## config.mk

```make
export PLATFORM = sky130hd
export DESIGN_NAME = rle_mono_image_to_rgb565_lines
export DESIGN_NICKNAME = d
export VERILOG_FILES = /design/src/design/rlm_pkg.sv /design/src/design/rlm_ctrl.sv /design/src/design/rlm_dp.sv /design/src/design/rle_mono_image_to_rgb565_lines.sv
export SDC_FILE = /design/constraint.sdc
export NUM_CORES = 1
export LEC_CHECK = 0
export ABC_CLOCK_PERIOD_IN_PS = 11500
export BUFFER_PORTS_ARGS = -buffer_cell sky130_fd_sc_hd__buf_4
export CORE_MARGIN = 4
export CORE_UTILIZATION = 35
export CTS_CLUSTER_SIZE = 30
export DETAILED_ROUTE_END_ITERATION = 6
export GPL_TIMING_DRIVEN = 1
export PLACE_DENSITY = 0.49
export SETUP_SLACK_MARGIN = 0.05
export SYNTH_ARGS = -nofsm -noshare
export SYNTH_HDL_FRONTEND = slang
export SYNTH_SLANG_ARGS = --single-unit
```

## constraint.sdc

```tcl
create_clock -name clk_i -period 11.5 [get_ports clk_i]
set_clock_uncertainty 0.1 [all_clocks]
set_input_delay 1.15 -clock clk_i [delete_from_list [all_inputs] [get_ports clk_i]]
set_output_delay 1.15 -clock clk_i [all_outputs]
set_load 0.01 [all_outputs]
```

## src/design/rlm_pkg.sv

```systemverilog
package rlm_pkg;

  localparam int LINE_PIXELS   = 240;
  localparam int TOP_ROWS      = 48;
  localparam int MARGIN_PIXELS = 64;

  // Line length used for packing: whole words only, at least one word.
  localparam int LINE_LEN  = ((LINE_PIXELS / 4) * 4 < 4) ? 4 : (LINE_PIXELS / 4) * 4;
  localparam int BOT_START = (LINE_LEN > MARGIN_PIXELS) ? LINE_LEN - MARGIN_PIXELS : 0;

  localparam int COL_W = $clog2(LINE_LEN + 1);
  localparam int CMP_W = $clog2(LINE_LEN + MARGIN_PIXELS + 8) + 1;
  localparam int RUN_W = 8;
  localparam int ROW_W = 8;
  localparam int PIX_W = 16;
  localparam int WORD_PIX = 4;
  localparam int WORD_W = PIX_W * WORD_PIX;
  localparam int PROG_W = 7;
  localparam int CFG_IDX_W = 2;

  localparam logic [PIX_W-1:0] FG_BLUE  = 16'h033f;
  localparam logic [PIX_W-1:0] FG_WHITE = 16'hffff;
  localparam logic [ROW_W-1:0] WHITE_ROW_BASE = 8'd165;
  localparam logic [PROG_W-1:0] FULL_PERCENT = 7'd100;
  localparam logic [ROW_W-1:0] ROW_MAX = 8'd255;

  localparam logic [CFG_IDX_W-1:0] CFG_PROGRESS    = 2'd0;
  localparam logic [CFG_IDX_W-1:0] CFG_TOP_CLIP    = 2'd1;
  localparam logic [CFG_IDX_W-1:0] CFG_BOTTOM_CLIP = 2'd2;

  typedef struct packed {
    logic [RUN_W-1:0] run_length;
    logic             start_image;
  } rlm_in_t;

  typedef struct packed {
    logic [WORD_W-1:0] pixel_word;
    logic [ROW_W-1:0]  row;
    logic              end_of_line;
    logic              last_of_run;
  } rlm_out_t;

  typedef struct packed {
    logic load;
    logic step;
    logic finish;
  } rlm_cmd_t;

  typedef struct packed {
    logic rem_zero;
    logic can_step;
  } rlm_sts_t;

endpackage

```

## src/design/rlm_ctrl.sv

```systemverilog
module rlm_ctrl
  import rlm_pkg::*;
(
  input  logic     clk_i,
  input  logic     rst_ni,
  input  logic     in_valid_i,
  output logic     in_stall_o,
  input  rlm_sts_t sts_i,
  output rlm_cmd_t cmd_o
);

  typedef enum logic [1:0] {
    ST_IDLE = 2'b01,
    ST_RUN  = 2'b10
  } rlm_state_e;

  rlm_state_e state_q, state_d;

  always_comb begin
    state_d = state_q;
    cmd_o = '0;
    case (state_q)
      ST_IDLE: begin
        if (in_valid_i) begin
          cmd_o.load = 1'b1;
          state_d = ST_RUN;
        end
      end
      ST_RUN: begin
        // Once all pixels of the run are out, the color toggles and the run ends.
        if (sts_i.rem_zero) begin
          cmd_o.finish = 1'b1;
          state_d = ST_IDLE;
        end else begin
          cmd_o.step = sts_i.can_step;
        end
      end
      default: state_d = ST_IDLE;
    endcase
  end

  assign in_stall_o = (state_q != ST_IDLE);

  always_ff @(posedge clk_i or negedge rst_ni) begin
    if (!rst_ni) begin
      state_q <= ST_IDLE;
    end else begin
      state_q <= state_d;
    end
  end

  a_step_needs_room: assert property (@(posedge clk_i) disable iff (!rst_ni)
    cmd_o.step |-> sts_i.can_step)
    else $error("step issued while the output register is blocked");

  a_finish_to_idle: assert property (@(posedge clk_i) disable iff (!rst_ni)
    cmd_o.finish |=> (state_q == ST_IDLE))
    else $error("controller did not return to idle after a run");

  a_state_onehot: assert property (@(posedge clk_i) disable iff (!rst_ni)
    $onehot(state_q))
    else $error("controller state is not one-hot");

endmodule

```

## src/design/rlm_dp.sv

```systemverilog
module rlm_dp
  import rlm_pkg::*;
(
  input  logic                 clk_i,
  input  logic                 rst_ni,
  input  logic                 cfg_we_i,
  input  logic [CFG_IDX_W-1:0] cfg_idx_i,
  input  logic [PROG_W-1:0]    cfg_data_i,
  input  rlm_in_t              in_data_i,
  input  rlm_cmd_t             cmd_i,
  output rlm_sts_t             sts_o,
  output logic                 out_valid_o,
  input  logic                 out_stall_i,
  output rlm_out_t             out_data_o
);

  logic [PROG_W-1:0] progress_q;
  logic              top_clip_q;
  logic              bot_clip_q;

  logic [COL_W-1:0]          col_q;
  logic [ROW_W-1:0]          row_q;
  logic [PIX_W-1:0]          cur_q;
  logic [PIX_W-1:0]          fg_q;
  logic [WORD_W-PIX_W-1:0]   partial_q;
  logic [1:0]                fill_q;
  logic [RUN_W-1:0]          rem_q;
  logic                      out_valid_q;
  rlm_out_t                  out_q;

  logic [2:0]        space;
  logic [2:0]        n;
  logic              complete;
  logic              eol;
  logic [WORD_W-1:0] acc;
  logic [RUN_W-1:0]  rem_after;
  logic [ROW_W-1:0]  white_row;
  logic [CMP_W-1:0]  col_end;

  // Up to four pixels per cycle while the output is not stalled, never past the end of the current word.
  always_comb begin
    logic [CMP_W-1:0] colk;
    logic [PIX_W-1:0] px;
    logic             blank;
    space = 3'd4 - {1'b0, fill_q};
    n = (rem_q < RUN_W'(space)) ? rem_q[2:0] : space;
    complete = (n == space);
    col_end = CMP_W'(col_q) + CMP_W'(n);
    eol = (col_end == CMP_W'(LINE_LEN));
    rem_after = rem_q - RUN_W'(n);
    acc = {{PIX_W{1'b0}}, partial_q};
    for (int k = 0; k < WORD_PIX; k++) begin
      colk = CMP_W'(col_q) + CMP_W'(k);
      blank = 1'b0;
      if (top_clip_q && ((row_q < ROW_W'(TOP_ROWS)) || (colk < CMP_W'(MARGIN_PIXELS)))) begin
        blank = 1'b1;
      end
      if (bot_clip_q && (colk >= CMP_W'(BOT_START))) begin
        blank = 1'b1;
      end
      px = blank ? '0 : cur_q;
      if (3'(k) < n) begin
        acc = {acc[WORD_W-PIX_W-1:0], px};
      end
    end
  end

  assign white_row = WHITE_ROW_BASE - ROW_W'(progress_q);

  assign sts_o.rem_zero = (rem_q == '0);
  assign sts_o.can_step = !out_valid_q || !out_stall_i;

  always_ff @(posedge clk_i or negedge rst_ni) begin
    if (!rst_ni) begin
      progress_q <= '0;
      top_clip_q <= 1'b1;
      bot_clip_q <= 1'b1;
    end else if (cfg_we_i) begin
      case (cfg_idx_i)
        CFG_PROGRESS:    progress_q <= cfg_data_i;
        CFG_TOP_CLIP:    top_clip_q <= cfg_data_i[0];
        CFG_BOTTOM_CLIP: bot_clip_q <= cfg_data_i[0];
        default: ;
      endcase
    end
  end

  always_ff @(posedge clk_i or negedge rst_ni) begin
    if (!rst_ni) begin
      col_q <= '0;
      row_q <= '0;
      cur_q <= '0;
      fg_q <= FG_BLUE;
      partial_q <= '0;
      fill_q <= '0;
      rem_q <= '0;
    end else begin
      if (cmd_i.load) begin
        rem_q <= in_data_i.run_length;
        if (in_data_i.start_image) begin
          col_q <= '0;
          row_q <= '0;
          cur_q <= '0;
          partial_q <= '0;
          fill_q <= '0;
          fg_q <= (progress_q < FULL_PERCENT) ? FG_BLUE : FG_WHITE;
        end
      end
      if (cmd_i.step) begin
        rem_q <= rem_after;
        partial_q <= complete ? '0 : acc[WORD_W-PIX_W-1:0];
        fill_q <= complete ? 2'd0 : 2'(fill_q + n[1:0]);
        if (eol) begin
          col_q <= '0;
          if (row_q >= white_row) begin
            fg_q <= FG_WHITE;
          end
          if (row_q != ROW_MAX) begin
            row_q <= row_q + 1'b1;
          end
        end else begin
          col_q <= col_end[COL_W-1:0];
        end
      end
      if (cmd_i.finish) begin
        cur_q <= (cur_q == '0) ? fg_q : '0;
      end
    end
  end

  always_ff @(posedge clk_i or negedge rst_ni) begin
    if (!rst_ni) begin
      out_valid_q <= 1'b0;
    end else if (cmd_i.step && complete) begin
      out_valid_q <= 1'b1;
    end else if (!out_stall_i) begin
      out_valid_q <= 1'b0;
    end
  end

  always_ff @(posedge clk_i) begin
    if (cmd_i.step && complete) begin
      out_q.pixel_word <= acc;
      out_q.row <= row_q;
      out_q.end_of_line <= eol;
      // No further word can complete from fewer than four pixels.
      out_q.last_of_run <= (rem_after < RUN_W'(WORD_PIX));
    end
  end

  assign out_valid_o = out_valid_q;
  assign out_data_o = out_q;

  a_fill_tracks_col: assert property (@(posedge clk_i) disable iff (!rst_ni)
    fill_q == col_q[1:0])
    else $error("word fill out of step with column");

  a_col_in_line: assert property (@(posedge clk_i) disable iff (!rst_ni)
    CMP_W'(col_q) < CMP_W'(LINE_LEN))
    else $error("column past end of line");

  a_out_held: assert property (@(posedge clk_i) disable iff (!rst_ni)
    (out_valid_q && out_stall_i) |=> (out_valid_q && $stable(out_q)))
    else $error("stalled output item changed or dropped");

endmodule

```

## src/design/rle_mono_image_to_rgb565_lines.sv

```systemverilog
// Run-length decoder for a 1-bit image, producing RGB565 line words.
// Input channel (in_valid_i / in_stall_o / in_data_i): one item is a run
// length plus a start-of-image flag. Runs alternate background and
// foreground color; a zero-length run still toggles the color.
// Output channel (out_valid_o / out_stall_i / out_data_o): one item is a
// 64-bit word of four pixels, first pixel in the high bits, with its row,
// an end-of-line flag and a last-of-run flag. Runs that complete no word
// produce no output item.
// The block works on one run at a time: it accepts the run, steps once per
// word that the run touches, and then toggles the color; only after the
// toggle does it take the next run. A word becomes valid from the output
// register after the step that completes it.
// A finished word sits in an output register; while the receiver stalls,
// the datapath holds and the input stays stalled until the run is done.
// Reset clears position and color state, sets the foreground to blue,
// progress to 0 and both clip enables to 1. Configuration is written
// through cfg_we_i / cfg_idx_i / cfg_data_i; the user must write it only
// while no run is in flight: the block itself does not enforce this.
module rle_mono_image_to_rgb565_lines
  import rlm_pkg::*;
(
  input  logic                 clk_i,
  input  logic                 rst_ni,
  input  logic                 cfg_we_i,
  input  logic [CFG_IDX_W-1:0] cfg_idx_i,
  input  logic [PROG_W-1:0]    cfg_data_i,
  input  logic                 in_valid_i,
  output logic                 in_stall_o,
  input  rlm_in_t              in_data_i,
  output logic                 out_valid_o,
  input  logic                 out_stall_i,
  output rlm_out_t             out_data_o
);

  rlm_cmd_t cmd;
  rlm_sts_t sts;

  rlm_ctrl u_ctrl (
    .clk_i      (clk_i),
    .rst_ni     (rst_ni),
    .in_valid_i (in_valid_i),
    .in_stall_o (in_stall_o),
    .sts_i      (sts),
    .cmd_o      (cmd)
  );

  rlm_dp u_dp (
    .clk_i       (clk_i),
    .rst_ni      (rst_ni),
    .cfg_we_i    (cfg_we_i),
    .cfg_idx_i   (cfg_idx_i),
    .cfg_data_i  (cfg_data_i),
    .in_data_i   (in_data_i),
    .cmd_i       (cmd),
    .sts_o       (sts),
    .out_valid_o (out_valid_o),
    .out_stall_i (out_stall_i),
    .out_data_o  (out_data_o)
  );

endmodule

```

## After elaboration in Yosys (flattened, before gate mapping)

Cells that the tools add are included.

| operators by class | value |
|---|---|
| add/subtract/negate cells | 9 |
| multipliers | 0 |
| div/mod/pow operators | 0 |
| $lt $le $gt $ge | 17 |
| equality and inequality tests | 11 |
| shift-type cells | 0 |
| multiplexer cells | 56 |
| bitwise logic cells | 0 |
| reductions and logical operators | 29 |

Operators by type and width:

| kind | number |
|---|---|
| $mux W64 | 4 |
| $mux W16 | 14 |
| $mux W48 | 4 |
| $mux W8 | 11 |
| $ge A10 B8 Y1 const B | 3 |
| $lt A10 B7 Y1 const B | 3 |
| $add A8 B2 Y9 const B | 2 |
| $logic_not A16 Y1 | 1 |
| $mux W1 | 14 |
| $mux W2 | 7 |
| $reduce_and A2 Y1 | 6 |
| $eq A10 B8 Y1 const B | 1 |
| $add A8 B1 Y9 const B | 1 |
| $add A8 B3 Y9 | 1 |
| $logic_and A1 B1 Y1 | 9 |
| $add A8 B1 Y8 const B | 1 |
| $ge A8 B8 Y1 | 1 |
| $ge A8 B8 Y1 const B | 1 |
| $logic_not A8 Y1 | 1 |
| $lt A8 B3 Y1 | 1 |
| $lt A8 B3 Y1 const B | 1 |
| $lt A8 B6 Y1 const B | 1 |
| $lt A8 B7 Y1 const B | 1 |
| $ne A8 B8 Y1 const B | 1 |
| other kinds (18) | 32 |

| word-level totals | value |
|---|---|
| register bits | 192 |
| latch bits | 0 |
| RAM bits | 0 |
| bits in read-only memories | 0 |
| input port bits | 23 |
| memories kept | 0 |

## Depth between registers and ports, before layout

Gate-level depths: netlist of run 1.

| depth | value |
|---|---|
| depth after elaboration | 12 |
| mapped depth | 21 |

## By module

From an unflattened synthesis of run 1, not the netlist that was laid out.

| unflattened totals | value |
|---|---|
| cells, all modules | 1069 |
| area total of the unflattened synthesis | 10672.7 um^2 |

Modules (own cells, without submodules):

| module | times used | cells each | area each (um^2) | sequential area each (um^2) |
|---|---|---|---|---|
| rlm_dp | 1 | 1058 | 10560.1 | 5137.4 |
| rlm_ctrl | 1 | 11 | 112.6 | 51.3 |

## Least setup slack after synthesis of run 1

Ideal clock, no wire load.

| timing path | value |
|---|---|
| path type | register to register |
| start point | reg u_dp.fill_q[0] |
| end point | reg u_dp.out_q, in the netlist u_dp.out_data_o[0] (enable) |
| arrival | 7.624 ns |
| data required time | 10.803 ns |
| path slack | 3.179 ns |
| stages on the path, launching flop included | 14 |
| clock period less this slack | 8.321 ns |
| cells stage by stage | dfrtp_1 -> inv_1 -> ha_1 -> clkbuf_1 -> inv_1 -> ha_1 -> buf_2 -> inv_1 -> nor2_1 -> a21o_1 -> nor2_2 -> clkinv_1 -> ha_1 -> nor3_1 |

| between the ends | value |
|---|---|
| cells in the longest elaborated chain, start to end | 5 |

RTL lines:

| item | line | RTL |
|---|---|---|
| start: declaration | rlm_dp.sv:26 | `logic [1:0] fill_q;` |
| start signal: assignment | rlm_dp.sv:112 | `fill_q <= complete ? 2'd0 : 2'(fill_q + n[1:0]);` |
| $sub A3 B2 Y3 * | rlm_dp.sv:45 | `space = 3'd4 - {1'b0, fill_q};` |
| $lt A8 B3 Y1 | rlm_dp.sv:46 | `n = (rem_q < RUN_W'(space)) ? rem_q[2:0] : space;` |
| $mux W3 | rlm_dp.sv:46 |  |
| $eq A3 B3 Y1 * | rlm_dp.sv:47 | `complete = (n == space);` |
| $logic_and A1 B1 Y1 * | rlm_dp.sv:142 | `if (cmd_i.step && complete) begin` |
| end: declaration | rlm_dp.sv:29 | `rlm_out_t out_q;` |

Mark *: on every way between the ends. The rest lies on a longest branch, timed or not.
A chain may end at the register's enable or synchronous reset.

## Final worst setup path of run 1

| timing path | value |
|---|---|
| start point | reg u_dp.fill_q[0] |
| end point | reg u_dp.fg_q[12] |

| between the ends | value |
|---|---|
| cells in the longest elaborated chain, start to end | 7 |

RTL lines:

| item | line | RTL |
|---|---|---|
| $sub A3 B2 Y3 * | rlm_dp.sv:45 |  |
| $lt A8 B3 Y1 | rlm_dp.sv:46 |  |
| $mux W3 * | rlm_dp.sv:46 |  |
| $add A8 B3 Y9 * | rlm_dp.sv:48 | `col_end = CMP_W'(col_q) + CMP_W'(n);` |
| $eq A10 B8 Y1 * | rlm_dp.sv:49 | `eol = (col_end == CMP_W'(LINE_LEN));` |
| $mux W16 * | rlm_dp.sv:113 | `if (eol) begin` |
| $mux W16 * | rlm_dp.sv:109 | `if (cmd_i.step) begin` |
| end signal: assignment | rlm_dp.sv:106 | `fg_q <= (progress_q < FULL_PERCENT) ? FG_BLUE : FG_WHITE;` |
| end: declaration | rlm_dp.sv:24 | `logic [PIX_W-1:0] fg_q;` |

Marks and branches as above.

==> results.toml, run 1 <==
[synth]
yosys-top-cells-area = "dfrtp_1, edfxtp_1, nand2_1"
synth_most_common_cell = "dfrtp_1"
synth_common_cells = "dfrtp_1, nand2_1, edfxtp_1"
ys_types = 86
avgSynthCellArea_um2 = 10.07
ys_seq_elements = 192
ys_seq_area_share_pct = 49.43
synthFlopType = "dfrtp_1"
synthAdderAreaFrac_pct = 2.372
netlist_area_um2 = 10500
synth_warnings = 0
synth-edff-count = 74
synth-simple-area-share_pct = 13.95
synth.area.mux_share_pct = 4.207
synth_xor_area_share_pct = 1.001
synth_top_area_cell = "dfrtp_1"
synth_top_family_by_area = "compound AO/OA/AOI/OAI gates"
synthesis.instances = 1042
synth_top_area_share_pct = 25.51
syn_nets = 1084
synth_compound_area_share_pct = 24.14
synthArstFlopShare_pct = 61.46

[placed_design]
place_inst = 1472
io_buffers = 98
place_congestion = 0.8563
dp_hpwl_um = 21500

[global_routing]
grt_first_pass_wirelength_um = 49670
grt_use_met3_pct = 4.027
grt_pass1_vias = 8254
grt_max_degree = 66
antenna_found_initial = 0
track_usage_pct = 18.86
grt_use_met2_pct = 28.41
grt.met1_usage_pct = 27.95
grt-busiest-layer = "met2"
gr-total-overflow = 0

[die]
ios = 99
rows = 63
die_h_um = 181.2
die_w_um = 181.2
die-area_um2 = 32830
core_area_um2 = 29640
start_util_pct = 35.42

[setup_path]
crit_path_max_incr_delay_ns = 0.74
cp-startpoint = "u_dp.fill_q[0]$_DFFE_PN0P_"
cp_num_cells = 17
cpMostUsedCell = "ha_1"
cp.buffers_inverters = 3
r2r_start = "u_dp.fill_q[0]$_DFFE_PN0P_"
worstRegToRegCells = 17
crit_chain = "inv_1, ha_1, inv_1, ha_1, nor3_2, nand2_1, a211oi_2, nor2_2, clkinv_1, ha_1, ha_1, nor4b_1, nand4_1, a21oi_1, nand4_1, o21bai_1, o21ai_0"
required_ns = 11.76
critPathLaunchType = "flop"
crit_fanout = 16
cp-end-kind = "flop"
arrival_ns = 5.87
worstSetupPathType = "reg -> reg"
cp_top_family = "compound AO/OA/AOI/OAI gates"
crit_slowest_cell = "a211oi_2"

[routing]
drt_iter0_drc = 906
drc = 0
ant_nets = 0
drtPass1Iterations = 6
wire_per_inst_um = 20.83
vias_per_cell = 5.775
num_vias = 8686
wl_um = 31330

[power_and_ir_drop]
ir_drop_mv = 0.08907
finalPower_mw = 2.516
powerDensity_nw_per_um2 = 207.7
cellLeakagePower_nw = 4.744

[min_path]
hold_start = "u_dp.fg_q[12]$_DFF_PN0_"
hold_path_class = "reg -> reg"
holdPathStages = 1

[layout]
ff_latch_area_um2 = 5189
syn2layout_area_growth_pct = 15.44
fillers = 2949
final_util_pct = 40.89
n_antenna_cell = 0
drive_gt1_share_pct = 19.21
layout.cells.non_filler = 1504
final_net_count = 1143
multiInputGateArea_um2 = 4807

[clock_network]
numCtsBuffers = 17
cts.clk_slew.worst_paths_ns = 0.07
clkLatencyLatePin_ns = 0.44
root_buffer = "clkbuf_16"
cts_setup_buffers = 0
postCtsHoldBufs = 0
clockBufferDepth = 2
post_cts_resized = 0
cts_tree = "yes"
htreeDepth = 4
clock_sinks = 192

[sta]
maxClockFrequency_mhz = 178.3
fin_setup_tns_ns = 0
drv_slew = 0
rsz0062_at_grt = "no"
min_period_ns = 5.610
hold_viol = 0
min_period_over_period_pct = 48.78
finalSetupViolCount = 0
slew_headroom_pct = 12.95
worst_pin_slew_ns = 1.301

[job]
max_cap_violations = 0

[outcome]
status = "completed"
state kept, by name, summed over array words and instances, names as in the netlist:
| register | count |
|---|---|
| u_dp.out_data_o | 74 |
| u_dp.partial_q | 48 |
| u_dp.cur_q | 16 |
| u_dp.fg_q | 16 |
| u_dp.col_q | 8 |
| u_dp.rem_q | 8 |
| u_dp.row_q | 8 |
| u_dp.progress_q | 7 |
| u_ctrl.state_q | 2 |
| u_dp.fill_q | 2 |
| u_dp.bot_clip_q | 1 |
| u_dp.out_valid_o | 1 |
| u_dp.top_clip_q | 1 |
final timing paths:
path | slack (ns) | end
worst max-delay path | 5.89 | u_dp.fg_q[12]$_DFF_PN0_
worst min-delay path | 0.40 | u_dp.cur_q[12]$_DFFE_PN0P_
worst max register to register | 5.89 | u_dp.fg_q[12]$_DFF_PN0_
worst min register to register | 0.40 | u_dp.cur_q[12]$_DFFE_PN0P_
max in group asynchronous | 9.26 | u_dp.partial_q[28]$_DFFE_PN0P_
min in group asynchronous | 0.68 | u_dp.row_q[1]$_DFF_PN0_
metal layers:
metal  vias up  part of all wire, %
li1       4071                    -
met1      4308                   48
met2       277                   45
met3        30                  6.0
met4         0                  1.4
met5         -                    0
worst register-to-register path, stage by stage (launching register included):
cell and delay [ns]:
dfrtp_1 0.44, inv_1 0.16, ha_1 0.31, inv_1 0.08
ha_1 0.20, nor3_2 0.34, nand2_1 0.28, a211oi_2 0.75
nor2_2 0.07, clkinv_1 0.27, ha_1 0.35, ha_1 0.29
nor4b_1 0.30, nand4_1 0.14, a21oi_1 0.23, nand4_1 0.47
o21bai_1 0.59, o21ai_0 0.18
power by group:
part	switching, mW	internal [mW]	leakage [nW]	total, mW
Combinational	0.651	0.323	2.20	0.974
Clock	0.297	0.308	0.291	0.604
Sequential	0.0915	0.847	2.25	0.938
Total	1.04	1.48	4.74	2.52
cells in the final DEF, fill, tap and decap left out, drive strengths merged, types with 7 or more instances in the layout:
cell	n
nand2	97
mux2	22
nor3	19
buf	119
inv	50
nor2	75
a21o	9
a22oi	10
dfrtp	107
a22o	35
ha	19
o221ai	13
mux2i	19
a21oi	52
a31oi	12
o21ai	79
nand3	52
a32o	14
o31ai	11
o21a	7
a222oi	13
clkbuf	21
or2	8
a211oi	8
and3	8
xnor2	9
o22ai	21
o211ai	12
edfxtp	74
dfstp	11
nand2b	9
kinds of logic after synthesis:
logic type	count (synthesis)
and+or+nand+nor	306
xor gates and xnor gates	12
AOI/OAI and AO/OA	350
DFF	192
muxes	41
buffers and inverters	121
adders and majority gates	20
final cells by class:
cell class | instances | share of cell area [%]
multi-input cells | 729 | 39.67
clock buffers | 21 | 3.893
well taps | 390 | 4.027
flip-flops and latches | 192 | 42.82
inverters | 42 | 1.301
clock inverters | 11 | 0.9189
repair buffers | 119 | 7.372
through the flow:
step / setup slack (ns) / cell area, µm² / hold slack (ns)
6_report: 5.890 / 12120 / 0.3985
5_1_grt: 5.277 / 12120 / 0.4245
4_1_cts: 5.913 / 12120 / 0.4029
3_5_place_dp: 5.934 / 11530 / 0.3876
3_3_place_gp: 6.108 / 11530 / 0.3746
2_1_floorplan: 3.179 / 10500 / 0.3559
Note: power is estimated with default switching activity, not from simulation.
==> run 2, diff against run 1 <==
- ABC_AREA: default -> 1
- ABC_CLOCK_PERIOD_IN_PS: 11500 -> 5100
- PLACE_DENSITY: 0.49 -> 0.5
- clock period: 11.5 -> 5.1 ns (I/O delays scaled with it)
==> run 2 against run 1 <==
  * Cell count grew 26%
  * Combinational power grew to 4.6 times the previous value
  * Synthesized area grew 7.8%
  * Critical path depth shrank 2
  * Largest cell class is now multi-input gates
  * Power grew to 3.2 times the previous value
  * Synthesized cell count grew 36%
==> results.toml, run 2 <==
[setup_path]
cp-startpoint = "u_dp.fill_q[0]$_DFFE_PN0P_"
cp-end-kind = "flop"
worstRegToRegCells = 15
cp_top_family = "simple AND/OR/NAND/NOR gates"
r2r_end = "u_dp.out_data_o[56]$_DFFE_PP_"
required_ns = 5.21
arrival_ns = 4.09
cp.buffers_inverters = 4
endpoint = "u_dp.out_data_o[56]$_DFFE_PP_"
r2r_slack_ns = 1.12
critPathLaunchType = "flop"
worstSetupPathType = "reg -> reg"
crit_fanout = 57
r2r_start = "u_dp.fill_q[0]$_DFFE_PN0P_"
cp_num_cells = 15
crit_slowest_cell = "o21ai_4"
crit_path_max_incr_delay_ns = 0.59
crit_chain = "inv_1, ha_1, inv_1, ha_1, or2_4, nor2_8, nand2_8, o21ai_4, inv_4, nand2_4, buf_4, o211ai_1, nand3_1, nand3_1, and2_1"

[synth]
avgSynthCellArea_um2 = 7.998
netlist_area_um2 = 11320
synthFlopType = "dfrtp_1"
syn_nets = 1457
synth_top_area_cell = "dfrtp_1"
synth_top_area_share_pct = 23.66
synthesis.instances = 1415
synth_common_cells = "nand2_1, nand3_1, inv_1"
ys_seq_area_share_pct = 45.85
synth_most_common_cell = "nand2_1"
ys_types = 54
yosys-top-cells-area = "dfrtp_1, edfxtp_1, nand2_1"
synth_warnings = 0
synthArstFlopShare_pct = 61.46
synth-edff-count = 74
ys_seq_elements = 192

[die]
ios = 99
die-area_um2 = 35280
rows = 65
die_h_um = 187.8
start_util_pct = 35.68
die_w_um = 187.8
core_area_um2 = 31720

[layout]
syn2layout_area_growth_pct = 14.64
stdcell_area_um2 = 12970
layout_common_cells = "nand2_1, nand3_1, inv_1, buf_4, dfrtp_1"
largest_register_ffs = 74
final_util_pct = 40.90
n_antenna_cell = 0
layout_commonest_cell = "nand2_1"
final_net_count = 1521
drive_gt1_share_pct = 13.87

[global_routing]
grt_pass1_vias = 9677
antenna_found_initial = 0
gr-total-overflow = 0
grt_first_pass_wirelength_um = 54270
grt_max_degree = 76
track_usage_pct = 19.24

[min_path]
hold_path_class = "in -> async"

[clock_network]
htreeDepth = 4
clock_sinks = 192
cts_setup_buffers = 0
post_cts_resized = 0
cts.clk_slew.worst_paths_ns = 0.07
numCtsBuffers = 17
root_buffer = "clkbuf_16"
clockBufferDepth = 2
postCtsHoldBufs = 0
cts_tree = "yes"
clkLatencyLatePin_ns = 0.46

[routing]
num_vias = 10060
ant_nets = 0
drt_iter0_drc = 922
drc = 0
vias_per_cell = 5.309
drtPass1Iterations = 5
wire_per_inst_um = 18.05
wl_um = 34180

[sta]
worst_pin_slew_ns = 0.8576
rsz0062_at_grt = "no"
maxClockFrequency_mhz = 251.1
min_period_over_period_pct = 78.09
drv_slew = 0
hold_viol = 0
finalSetupViolCount = 0
fin_setup_tns_ns = 0
min_period_ns = 3.983
slew_headroom_pct = 42.83

[placed_design]
dpl_cell_area_um2 = 12380
place_congestion = 0.8391
io_buffers = 98
dp_hpwl_um = 22310

[outcome]
status = "completed"

[power_and_ir_drop]
powerDensity_nw_per_um2 = 630.1
cellLeakagePower_nw = 5.876
ir_drop_mv = 0.7143

[job]
max_cap_violations = 0
## run 2: cell count changes after synthesis, moves of 29 or more
cell and change:
nand2_1 +245, nand3_1 +186, inv_1 +81, a22o_1 -35, and2_1 +30, o21ai_0 +29
## run 2: layout make-up
type / instances / area [µm²]
clock inverter: 11 / 100.1
fill: 3317 / 18740
sequential: 192 / 5189
clock buffer: 21 / 493.0
inverter: 133 / 501.7
timing repair buffer: 117 / 878.3
multi-input combinational: 1018 / 5309
tap: 402 / 503.0
## run 2: where the power goes
group          total [mW]  internal (mW)  switching, mW  leakage (nW)
registers            2.33           2.13          0.198          2.26
logic                4.46           1.33           3.12          3.32
clock network        1.39          0.747          0.643         0.294
## run 2: through the flow
stage                     total power [mW]  setup WS [ns]  std cells  hold WS [ns]
after floorplan                      5.470         0.7651       1415        0.1144
after global placement               6.770          1.193       1862        0.3673
after detailed placement             6.798          1.121       1862        0.3762
after CTS                            8.213          1.124       1894       0.05244
after global routing                 8.779         0.7803       1894       0.08663
final                                8.174          1.117       1894       0.02761
## run 2: worst register-to-register path: cells and delay by family, from the launching register on
family | cells | cell delay [ns]
flops | 1 | 0.40
simple gates | 7 | 1.18
buf+inv | 4 | 0.81
compound gates | 2 | 0.89
fa+ha+maj | 2 | 0.36
## run 2: cells by family after synthesis
group | share of synthesized area, %
compound gates | 12.94
buf+inv | 7.430
simple gates | 30.15
fa+ha+maj | 2.101
xor+xnor | 1.238
flops | 45.85
mux | 0.2985
## run 2: worst min-delay path by stage
stage | startpoint | depth (start not counted) | to | slack, ns
after floorplan | rst_ni | 0 | u_ctrl.state_q[1]$_DFFE_PN0P_ | 0.11
after global placement | u_dp.partial_q[32]$_DFFE_PN0P_ | 2 | u_dp.partial_q[32]$_DFFE_PN0P_ | 0.37
after detailed placement | u_dp.partial_q[32]$_DFFE_PN0P_ | 2 | u_dp.partial_q[32]$_DFFE_PN0P_ | 0.38
after CTS | rst_ni | 1 | u_dp.rem_q[7]$_DFFE_PN0P_ | 0.05
after global routing | rst_ni | 1 | u_dp.rem_q[7]$_DFFE_PN0P_ | 0.09
final | rst_ni | 1 | u_dp.rem_q[7]$_DFFE_PN0P_ | 0.03
## run 2: metal layers
metal / vias up / share of wire, % / track usage (%)
met5: - / 0 / 0
met4: 0 / 1.9 / 5.985
met3: 45 / 4.7 / 3.369
met2: 248 / 46 / 31.34
met1: 4825 / 47 / 26.26
li1: 4938 / - / -
==> run 3, diff against run 2 <==
- ABC_AREA: 1 -> 0
- ABC_CLOCK_PERIOD_IN_PS: 5100 -> 3620
- PLACE_DENSITY: 0.5 -> 0.51
- clock period: 5.1 -> 3.62 ns (I/O delays scaled with it)
==> run 3 against run 2 <==
  * The run now ends with DRC, setup timing left
  * Clock power is 42% higher
  * Design area increased by 0.33%
  * Sequential share of layout area is 0.12 points lower
  * Worst setup slack got worse by 1.1 ns
  * Register-to-register slack lost 1.1 ns
  * Power increased by 6.8%
  * Routed wire length fell by 3.6%
  * Non-clock buffer count up 76
  * First-iteration DRC count is 8.0% lower
  * Worst hold slack got worse by 0.0081 ns
==> results.toml, run 3 (synthesized netlist as in run 1, its figures left out) <==
[sta]
hold_viol = 0
drv_slew = 0
min_period_over_period_pct = 100.2
worst_pin_slew_ns = 1.251
slew_headroom_pct = 16.57
finalSetupViolCount = 2
rsz0062_at_grt = "yes"
fin_setup_tns_ns = -0.01560
maxClockFrequency_mhz = 275.6
whs_ns = 0.01951
min_period_ns = 3.629
worst_slack_ns = -0.008674

[power_and_ir_drop]
finalPower_mw = 8.732
cellLeakagePower_nw = 5.159
ir_drop_mv = 0.3641
powerDensity_nw_per_um2 = 670.9

[min_path]
hold_start = "cfg_data_i[5]"
hold_path_class = "in -> reg"

[setup_path]
r2r_slack_ns = -0.009
crit_slowest_cell = "or4_1"
arrival_ns = 3.89
crit_path_max_incr_delay_ns = 0.56
cp-end-kind = "flop"
crit_chain = "inv_2, ha_4, inv_2, maj3_2, a21oi_4, mux2_4, ha_4, buf_12, nand3_4, o32ai_4, mux2i_1, nand4_1, or4_1, o221ai_1"
worstSetupPathType = "reg -> reg"
critPathLaunchType = "flop"
required_ns = 3.88
cp-startpoint = "u_dp.fill_q[0]$_DFFE_PN0P_"
r2r_start = "u_dp.fill_q[0]$_DFFE_PN0P_"
crit_fanout = 7

[layout]
final_net_count = 1218
drive_gt1_share_pct = 26.41
largest_register_ffs = 74
layout_common_cells = "buf_4, dfrtp_1, nand2_1, edfxtp_1, nor2_1"
stdcell_area_um2 = 13020
syn2layout_area_growth_pct = 23.99
fillers = 2913
n_antenna_cell = 0
layout_commonest_cell = "buf_4"
final_util_pct = 43.92

[die]
rows = 63
core_area_um2 = 29640
ios = 99
die_w_um = 181.2
die-area_um2 = 32830
start_util_pct = 35.42
die_h_um = 181.2

[global_routing]
grt_pass1_vias = 8923
grt_first_pass_wirelength_um = 51740
antenna_found_initial = 0
grt_max_degree = 84
track_usage_pct = 19.80
grt.met1_usage_pct = 27.71
gr-total-overflow = 0
grt-busiest-layer = "met2"
grt_use_met2_pct = 31.33
grt_use_met3_pct = 3.604

[placed_design]
dp_hpwl_um = 22760
dpl_cell_area_um2 = 12260
place_congestion = 0.8934
io_buffers = 98

[clock_network]
htreeDepth = 4
clock_sinks = 192
root_buffer = "clkbuf_16"
numCtsBuffers = 17
cts.clk_slew.worst_paths_ns = 0.08
cts_tree = "yes"
clockBufferDepth = 2
clkLatencyLatePin_ns = 0.44

[routing]
drt_iter0_drc = 848
wl_um = 32940
drtPass1Iterations = 7
drc = 32
ant_nets = 0
wire_per_inst_um = 20.86
num_vias = 9039
vias_per_cell = 5.725

[outcome]
status = "finished, violations left"
violations = "DRC, setup timing"

[job]
max_cap_violations = 0
-- run 3: stage by stage --
step,setup slack [ns],instances
after floorplan,-0.6950,1042
after global placement,-0.1231,1538
after CTS,-0.0007647,1576
after global routing,-0.1867,1579
final,-0.008674,1579
after detailed placement,-0.1784,1538
-- run 3: layer usage --
layer | up-vias | wire [µm]
li1 | 4228 | -
met1 | 4449 | 15020
met2 | 308 | 15270
met3 | 54 | 1903
met4 | 0 | 754
met5 | - | 0
-- run 3: critical path, delay by kind of cell (launching register included) --
kind	cells	cell delay, ns
and+or+nand+nor	3	0.85
DFF	1	0.37
adders and majority gates	3	0.97
AOI/OAI and AO/OA	3	0.50
muxes	2	0.58
buffers and inverters	3	0.19
-- run 3: path summary, 6_finish.rpt --
check                           cells past startpoint                             end
worst min-delay path                                3  u_dp.progress_q[5]$_DFFE_PN0P_
worst min register to register                      1      u_dp.cur_q[14]$_DFFE_PN0P_
max in group asynchronous                           3  u_dp.partial_q[12]$_DFFE_PN0P_
worst max-delay path                               14         u_dp.row_q[3]$_DFF_PN0_
min in group asynchronous                           2         u_dp.row_q[2]$_DFF_PN0_
worst max register to register                     14         u_dp.row_q[3]$_DFF_PN0_
-- run 3: where the power goes --
part / switching [mW] / internal, mW
Combinational: 2.38 / 1.49
Clock: 0.972 / 0.994
Sequential: 0.208 / 2.69
-- run 3: final cells by class --
type	count	area [µm²]	share of cell area (%)
Timing Repair Buffer	193	1538	11.81
Clock inverter	13	155.1	1.192
Clock buffer	19	432.9	3.326
Inverter	42	167.7	1.288
Multi-Input combinational cell	730	5045	38.76
Sequential cell	192	5190	39.87
Tap cell	390	488.0	3.749
-- run 3: repair_timing --
item	4_1_cts	5_1_grt
hold buffers	1	0
endpoints found under the setup margin	44	72
gates resized for setup	9	13
hold endpoints to repair	32	0
pin swaps	5	12
gates cloned	0	1
buffers inserted	5	3
